==> src/fpr_pkg.sv <==
`timescale 1ns / 1ps
// ----------------------------------------------------------------------------
// fpr_pkg: shared constants for the fifo page replacement cache
// Default sizes, configuration and result field widths, register reset value.
// ----------------------------------------------------------------------------
package fpr_pkg;

   // default build sizes
   localparam int CAPACITY_DEF  = 16;
   localparam int PAGE_BITS_DEF = 16;

   // cache size register
   localparam int              CFG_W          = 5;
   localparam logic [CFG_W-1:0] CACHE_SIZE_RST = 5'd16;

   // occupancy field of a result beat
   localparam int OCC_W = 5;

endpackage

==> src/fifo_page_replacement.sv <==
`timescale 1ns / 1ps
// ----------------------------------------------------------------------------
// fifo_page_replacement: fifo page replacement cache
// Looks up one page reference per beat, inserts on a miss, evicts the oldest.
// ----------------------------------------------------------------------------
// Usage:
//   req_* carries one page number per beat. rsp_* returns one beat per
//   request with hit, eviction flag, evicted page and occupancy.
//   csr_* writes the cache size (slots in use, saturated at CAPACITY); write
//   it only while no request is in flight.
// Scan and throughput:
//   The resident pages sit in a ram and are compared by a single comparator,
//   one slot per cycle with the read pipelined against the compare. A request
//   scans up to the resident count of slots, fewer on a hit; an eviction
//   from a non-empty cache adds a read of the oldest slot. req_tready is low
//   while a request is being processed.
// Reset:
//   Synchronous reset empties the cache and sets the cache size to 16; the
//   ram is not cleared since only written slots are ever compared.
// Stalls:
//   The result register holds its beat while rsp_tready is low; the next
//   request is still accepted and waits at its end for the register to free.
// ----------------------------------------------------------------------------
module fifo_page_replacement #(
   parameter int CAPACITY  = fpr_pkg::CAPACITY_DEF,
   parameter int PAGE_BITS = fpr_pkg::PAGE_BITS_DEF
) (
   input  logic                                         clock,
   input  logic                                         reset,
   // configuration: cache_size
   input  logic                                         csr_valid,
   output logic                                         csr_ready,
   input  logic [fpr_pkg::CFG_W-1:0]                    csr_data,
   // request: page
   input  logic                                         req_tvalid,
   output logic                                         req_tready,
   input  logic [((PAGE_BITS+7)/8)*8-1:0]               req_tdata,
   // response: hit, evicted_valid, evicted_page, occupancy
   output logic                                         rsp_tvalid,
   input  logic                                         rsp_tready,
   output logic [((PAGE_BITS+2+fpr_pkg::OCC_W+7)/8)*8-1:0] rsp_tdata
);
   import fpr_pkg::*;

   localparam int IDX_W = (CAPACITY > 1) ? $clog2(CAPACITY) : 1;
   localparam int CNT_W = $clog2(CAPACITY + 1);
   localparam int CMP_W = (CNT_W > CFG_W) ? CNT_W + 1 : CFG_W + 1;
   localparam int RSP_W = ((PAGE_BITS + 2 + OCC_W + 7) / 8) * 8;
   localparam int SUM_W = CNT_W + 1;

   typedef enum logic [2:0] {
      ST_IDLE,
      ST_SCAN,
      ST_EVRD,
      ST_EVWR,
      ST_DONE
   } state_type;

   state_type            state_ff, state_in;
   logic [PAGE_BITS-1:0] page_ff, page_in;
   logic [CNT_W-1:0]     count_ff, count_in;
   logic [IDX_W-1:0]     oldest_ff, oldest_in;
   logic [CFG_W-1:0]     cache_size_ff, cache_size_in;
   logic [CNT_W-1:0]     issued_ff, issued_in;
   logic                 pend_ff, pend_in;
   logic [IDX_W-1:0]     rd_ptr_ff, rd_ptr_in;
   logic                 res_hit_ff, res_hit_in;
   logic                 res_ev_ff, res_ev_in;
   logic [PAGE_BITS-1:0] res_page_ff, res_page_in;
   logic                 rsp_tvalid_ff, rsp_tvalid_in;
   logic [RSP_W-1:0]     rsp_tdata_ff, rsp_tdata_in;

   logic                 wr_en;
   logic [IDX_W-1:0]     wr_addr;
   logic                 rd_en;
   logic [IDX_W-1:0]     rd_addr;
   logic [PAGE_BITS-1:0] rd_data;

   logic [CMP_W-1:0]     eff_size;
   logic                 need_evict;
   logic [SUM_W-1:0]     tail_sum;
   logic [IDX_W-1:0]     tail_slot;
   logic [IDX_W-1:0]     oldest_next;
   logic [IDX_W-1:0]     rd_ptr_next;
   logic [CMP_W-1:0]     occ_wide;

   // page slot store
   fpr_ram #(
      .WIDTH (PAGE_BITS),
      .DEPTH (CAPACITY),
      .AW    (IDX_W)
   ) u_slots (
      .clock   (clock),
      .wr_en   (wr_en),
      .wr_addr (wr_addr),
      .wr_data (page_ff),
      .rd_en   (rd_en),
      .rd_addr (rd_addr),
      .rd_data (rd_data)
   );

   // effective size and eviction test
   always_comb begin
      if (CMP_W'(cache_size_ff) > CMP_W'(CAPACITY)) begin
         eff_size = CMP_W'(CAPACITY);
      end else begin
         eff_size = CMP_W'(cache_size_ff);
      end
      need_evict = (CMP_W'(count_ff) + CMP_W'(1)) > eff_size;
   end

   // circular slot arithmetic
   always_comb begin
      tail_sum = SUM_W'(oldest_ff) + SUM_W'(count_ff);
      if (tail_sum >= SUM_W'(CAPACITY)) begin
         tail_sum = tail_sum - SUM_W'(CAPACITY);
      end
      tail_slot = tail_sum[IDX_W-1:0];
      if (oldest_ff == IDX_W'(CAPACITY - 1)) begin
         oldest_next = '0;
      end else begin
         oldest_next = oldest_ff + IDX_W'(1);
      end
      if (rd_ptr_ff == IDX_W'(CAPACITY - 1)) begin
         rd_ptr_next = '0;
      end else begin
         rd_ptr_next = rd_ptr_ff + IDX_W'(1);
      end
   end

   // sequencer next state
   always_comb begin
      state_in      = state_ff;
      page_in       = page_ff;
      count_in      = count_ff;
      oldest_in     = oldest_ff;
      cache_size_in = cache_size_ff;
      issued_in     = issued_ff;
      pend_in       = pend_ff;
      rd_ptr_in     = rd_ptr_ff;
      res_hit_in    = res_hit_ff;
      res_ev_in     = res_ev_ff;
      res_page_in   = res_page_ff;
      rsp_tvalid_in = rsp_tvalid_ff;
      rsp_tdata_in  = rsp_tdata_ff;
      wr_en         = 1'b0;
      wr_addr       = tail_slot;
      rd_en         = 1'b0;
      rd_addr       = rd_ptr_ff;
      occ_wide      = CMP_W'(count_ff);

      // configuration write
      if (csr_valid) begin
         cache_size_in = csr_data;
      end

      // response beat taken
      if (rsp_tvalid_ff && rsp_tready) begin
         rsp_tvalid_in = 1'b0;
      end

      unique case (state_ff)
         ST_IDLE: begin
            if (req_tvalid) begin
               page_in     = req_tdata[PAGE_BITS-1:0];
               issued_in   = '0;
               pend_in     = 1'b0;
               rd_ptr_in   = oldest_ff;
               res_hit_in  = 1'b0;
               res_ev_in   = 1'b0;
               res_page_in = '0;
               state_in    = ST_SCAN;
            end
         end
         ST_SCAN: begin
            // compare the slot read last cycle, issue the next read
            if (pend_ff && rd_data == page_ff) begin
               res_hit_in = 1'b1;
               pend_in    = 1'b0;
               state_in   = ST_DONE;
            end else if (issued_ff < count_ff) begin
               rd_en     = 1'b1;
               rd_addr   = rd_ptr_ff;
               rd_ptr_in = rd_ptr_next;
               issued_in = issued_ff + CNT_W'(1);
               pend_in   = 1'b1;
            end else if (pend_ff) begin
               pend_in = 1'b0;
            end else if (need_evict) begin
               res_ev_in = 1'b1;
               if (count_ff == '0) begin
                  res_page_in = page_ff;
                  state_in    = ST_DONE;
               end else begin
                  state_in = ST_EVRD;
               end
            end else begin
               // plain insert at the tail
               wr_en    = 1'b1;
               count_in = count_ff + CNT_W'(1);
               state_in = ST_DONE;
            end
         end
         ST_EVRD: begin
            rd_en    = 1'b1;
            rd_addr  = oldest_ff;
            state_in = ST_EVWR;
         end
         ST_EVWR: begin
            // oldest page leaves, new page goes to the tail
            res_page_in = rd_data;
            wr_en       = 1'b1;
            oldest_in   = oldest_next;
            state_in    = ST_DONE;
         end
         ST_DONE: begin
            if (!rsp_tvalid_ff || rsp_tready) begin
               rsp_tvalid_in = 1'b1;
               rsp_tdata_in  = RSP_W'({occ_wide[OCC_W-1:0], res_page_ff,
                                       res_ev_ff, res_hit_ff});
               state_in      = ST_IDLE;
            end
         end
         default: begin
            state_in = ST_IDLE;
         end
      endcase
   end

   // state and registered outputs
   always_ff @(posedge clock) begin
      if (reset) begin
         state_ff      <= ST_IDLE;
         count_ff      <= '0;
         oldest_ff     <= '0;
         cache_size_ff <= CACHE_SIZE_RST;
         issued_ff     <= '0;
         pend_ff       <= 1'b0;
         rsp_tvalid_ff <= 1'b0;
      end else begin
         state_ff      <= state_in;
         count_ff      <= count_in;
         oldest_ff     <= oldest_in;
         cache_size_ff <= cache_size_in;
         issued_ff     <= issued_in;
         pend_ff       <= pend_in;
         rsp_tvalid_ff <= rsp_tvalid_in;
      end
      page_ff      <= page_in;
      rd_ptr_ff    <= rd_ptr_in;
      res_hit_ff   <= res_hit_in;
      res_ev_ff    <= res_ev_in;
      res_page_ff  <= res_page_in;
      rsp_tdata_ff <= rsp_tdata_in;
   end

   assign csr_ready  = 1'b1;
   assign req_tready = (state_ff == ST_IDLE);
   assign rsp_tvalid = rsp_tvalid_ff;
   assign rsp_tdata  = rsp_tdata_ff;

endmodule

==> src/fpr_ram.sv <==
`timescale 1ns / 1ps
// ----------------------------------------------------------------------------
// fpr_ram: generic simple dual-port ram
// One write port and one read port, read data registered.
// ----------------------------------------------------------------------------
module fpr_ram #(
   parameter int WIDTH = 16,
   parameter int DEPTH = 16,
   parameter int AW    = (DEPTH > 1) ? $clog2(DEPTH) : 1
) (
   input  logic             clock,
   input  logic             wr_en,
   input  logic [AW-1:0]    wr_addr,
   input  logic [WIDTH-1:0] wr_data,
   input  logic             rd_en,
   input  logic [AW-1:0]    rd_addr,
   output logic [WIDTH-1:0] rd_data
);

   logic [WIDTH-1:0] mem_ff [DEPTH];
   logic [WIDTH-1:0] rd_data_ff;

   // write and registered read
   always_ff @(posedge clock) begin
      if (wr_en) begin
         mem_ff[wr_addr] <= wr_data;
      end
      if (rd_en) begin
         rd_data_ff <= mem_ff[rd_addr];
      end
   end

   assign rd_data = rd_data_ff;

endmodule
==> config.mk <==
export PLATFORM = sky130hd
export DESIGN_NAME = fifo_page_replacement
export DESIGN_NICKNAME = d
export VERILOG_FILES = /design/src/fpr_pkg.sv /design/src/fifo_page_replacement.sv /design/src/fpr_ram.sv
export SDC_FILE = /design/constraint.sdc
export NUM_CORES = 1
export LEC_CHECK = 0
export BUFFER_PORTS_ARGS = -buffer_cell sky130_fd_sc_hd__buf_4
export CORE_MARGIN = 4
export CORE_UTILIZATION = 30
export CTS_CLUSTER_DIAMETER = 100
export DETAILED_ROUTE_END_ITERATION = 16
export GPL_TIMING_DRIVEN = 0
export PLACE_DENSITY_LB_ADDON = 0.2
export SLEW_MARGIN = 20
export SYNTH_ARGS = -nofsm -noshare
export SYNTH_HDL_FRONTEND = slang
export SYNTH_SLANG_ARGS = --single-unit
==> constraint.sdc <==
create_clock -name clock -period 5.6 [get_ports clock]
set_clock_uncertainty 0.2 [all_clocks]
set_input_delay 1.68 -clock clock [delete_from_list [all_inputs] [get_ports clock]]
set_output_delay 1.68 -clock clock [all_outputs]
set_load 0.1 [all_outputs]
==> results.md <==
* Status: finished, final reports clean
* Post-synth EDFFs at 333
* Hold EP: rsp_tdata[12]
* Vias in the first global route at 8474
* Storage cell area at 10500 um^2
* #FFs+latches synth at 357
* Worst R2R End: u_slots.mem_ff[1][7]
* Max Freq at 205 MHz
* Yosys top cell area share at 69.5%
* Net count of the finished layout at 1113
* Reg2reg setup slack at 0.72 ns
* Rows at 79
* Worst path slowest cell: or4_1
* DR iter-0 viols at 598
* Clock Path Buffers at 3
* H-tree Lvls at 2
* Area of the multi-input gates at 3730 um^2
* Antenna cell count at 0
* R2R depth at 11
* Clk_lat worst skew at 0.55 ns
* CP required at 5.65 ns
* Post-CTS Hold Fix Bufs at 0
* Area leader, netlist: edfxtp_1
* Final wirelength at 37500 um
* Netlist Area Pre-Place at 14400 um^2
* CTS tree: done
* Hold Path Origin: res_page_ff[10]
* Total of max-cap violations at 0
* 1st-pass router iterations at 5
* Top cell by count, worst path: ha_1
* PostCTS Resize Cnt at 0
* Crit Path Max Fanout at 9
* Worst R2R Start: count_ff[0]
* Final Max Slew Viols at 0
* CP cell instances: ha_1 -> nand3_1 -> xnor2_1 -> ha_1 -> and3_1 -> o21a_1 -> o31ai_1 -> a41oi_1 -> or4_1 -> nor2_2 -> buf_8
* Fin. Hold Viols at 0
* Total GRT Usage at 14.6%
* Clock-pin slew on the worst setup and hold paths at 0.06 ns
* Placer congestion estimate at 0.792
* Routed Antenna Nets at 0
* Final WS setup at 0.723 ns
* Die X at 227 um
* I/O pin count at 53
* Initial antenna violation count at 0
* Sequential share of the synthesized area at 72.8%
* Worst hold path type: reg -> reg
* Total Power at 6.53 mW
* Fill cells at 4435
* PortBufs at 48
* Ys async rst share at 0%
* Startpoint class of the critical path: flop
* Unrepaired setup endpoints after global routing: false
* Crit Path Class: reg -> reg
* Initial Utilization at 30.7%
* Crit path DAT at 4.93 ns
* CTS Root Cell: clkbuf_16
* First-pass GRT wire length at 55600 um
* Post-Syn Nets at 1001
* Yosys cell types at 58
* PwrDens at 384 nW/um^2
* Min Tclk post-route at 4.88 ns
* Mean area per synthesized cell at 15.0 um^2
* Core area at 47000 um^2
* WHS Path Cells at 0
* Worst slack, placed at 0.663 ns
* Remaining DRCs at 0
* Post-Synthesis Cells at 957
* Dpl hpwl at 25000 um
* Most common flop cell mapped by yosys: edfxtp_1
* Total CTS buffers at 41
* Total grt overflow at 0
* Cell family with most CP delay: simple AND/OR/NAND/NOR gates
* # Post-CTS Setup Buffers at 0
* Maximum VDD drop at 0.000235 V
* DR vias/cell at 4.89
* DIE AREA at 51500 um^2
* Routed wire length per instance at 22.0 um
* Setup crit end kind: flop
* Static leakage at 5.66 nW
* Largest cells by area after synthesis: edfxtp_1 (69%), mux4_2 (4.9%), nand2_1 (4.0%), dfxtp_1 (3.3%), nand3_1 (2.6%)
* Routed via count at 8335
* Largest net degree at the start of global routing at 19
* Slew margin rel. at 32.9%
* Share of post-route cells with drive strength above 1 at 18.8%
* Worst-margin pin slew at 0.987 ns
* Ys Warns at 0
* Buf/Inv on CP at 1
* Clock sinks at 357
* Period Utilization, post-route at 87.1%
* Final Setup Violations at 0
* Die span in y at 227 um
* Slowest stage delay, CP at 0.79 ns
* Area delta synth->final at 18.2%
## synthesized netlist by cell type, drive strengths merged, types with 4 or more instances
cell / number
ha: 17
nand3: 74
buf: 29
nand2b: 5
nand4: 21
a22oi: 17
edfxtp: 333
nor4: 8
nor2: 52
a21oi: 15
o21ai: 25
xnor2: 15
nor3: 6
nand2: 153
nor2b: 5
clkbuf: 19
dfxtp: 24
and2: 6
xor2: 9
mux4: 32
o211ai: 4
mux2i: 23
mux2: 5
inv: 14
or2: 4
## flip-flops by register name, summed over array words and instances, names as in the netlist, 3 cells and up
signal,cells
rsp_tdata,23
page_ff,16
issued_ff,5
cache_size_ff,5
state_ff,3
u_slots.rd_data,16
oldest_ff,4
res_page_ff,16
count_ff,5
rd_ptr_ff,4
u_slots.mem_ff,256
## where the power goes
group          internal, mW  switching (mW)  total, mW  leakage, nW
sequential             3.08           0.109       3.19         3.23
clock                  1.44            1.07       2.51        0.590
combinational         0.257           0.580      0.837         1.85
total                  4.77            1.76       6.53         5.66
## layout by cell type, fill, tap and decap left out, types with 12 or more instances in the layout
cell       instances
a21oi_1           15
a22oi_1           17
buf_1             12
buf_2             19
buf_4             57
clkbuf_1          24
clkbuf_16         41
dfxtp_1           24
edfxtp_1         333
ha_1              17
inv_1             13
mux2i_1           21
mux4_2            31
nand2_1          153
nand3_1           74
nand4_1           21
nor2_1            39
o21ai_1           16
xnor2_1           15
## metal layers
metal	up-vias	routed length [um]	track usage (%)
li1	3864	-	-
met1	4181	17500	20.9
met2	237	17200	23.1
met4	0	788	3.69
met5	-	0	0
met3	53	1970	2.89
## stage by stage
stage               util (%)  std cells  hold slack [ns]  TNS, ns  area [um^2]
floorplan                  -        957            0.200        0        14400
global placement        33.0       1612            0.206   -85.49        15500
detailed placement      33.6       1633            0.205        0        15800
CTS                     36.2       1704            0.219        0        17000
global route            36.2       1704            0.239        0        17000
finish                  36.2       1704            0.218        0        17000
## kinds of logic (layout without fill, tap and decap cells)
kind of cell,Yosys count,after routing,share of synthesized area (%)
flip-flops,357,357,72.8
AND/OR/NAND/NOR,353,353,11.4
AO/OA/AOI/OAI,81,81,3.63
buffers and inverters,62,202,1.97
multiplexers,60,60,7.05
XOR/XNOR,24,24,1.46
adder cells (fa/ha/maj),18,18,1.62
other,2,2,0.0522
## final cells by class
type / count / area share [%]
clock inverter: 24 / 1.10
inverter: 14 / 0.309
multi-input combinational: 538 / 21.9
sequential: 357 / 61.6
clock buffer: 47 / 6.16
buffer: 48 / 1.36
tap: 607 / 4.46
timing repair buffer: 69 / 3.09
## worst register-to-register path, delay by kind of cell, from the launching register on
| family | cells | cell delay, ns |
|---|---|---|
| adder cells (fa/ha/maj) | 2 | 0.58 |
| XOR/XNOR | 1 | 0.16 |
| buffers and inverters | 1 | 0.24 |
| AO/OA/AOI/OAI | 3 | 1.10 |
| AND/OR/NAND/NOR | 4 | 1.68 |
| flip-flops | 1 | 0.60 |
## worst max-delay path by stage
stage                startpoint               endpoint  slack [ns]  depth (start not counted)
floorplan           count_ff[0]   u_slots.mem_ff[0][0]        1.24                          9
global placement    count_ff[0]  u_slots.mem_ff[4][10]       -1.41                          9
detailed placement  count_ff[0]   u_slots.mem_ff[1][5]        0.66                         11
CTS                 count_ff[0]   u_slots.mem_ff[1][7]        0.64                         11
global route        count_ff[0]   u_slots.mem_ff[1][8]        0.48                         11
finish              count_ff[0]   u_slots.mem_ff[1][7]        0.72                         11
(Power assumes the default switching activity.)
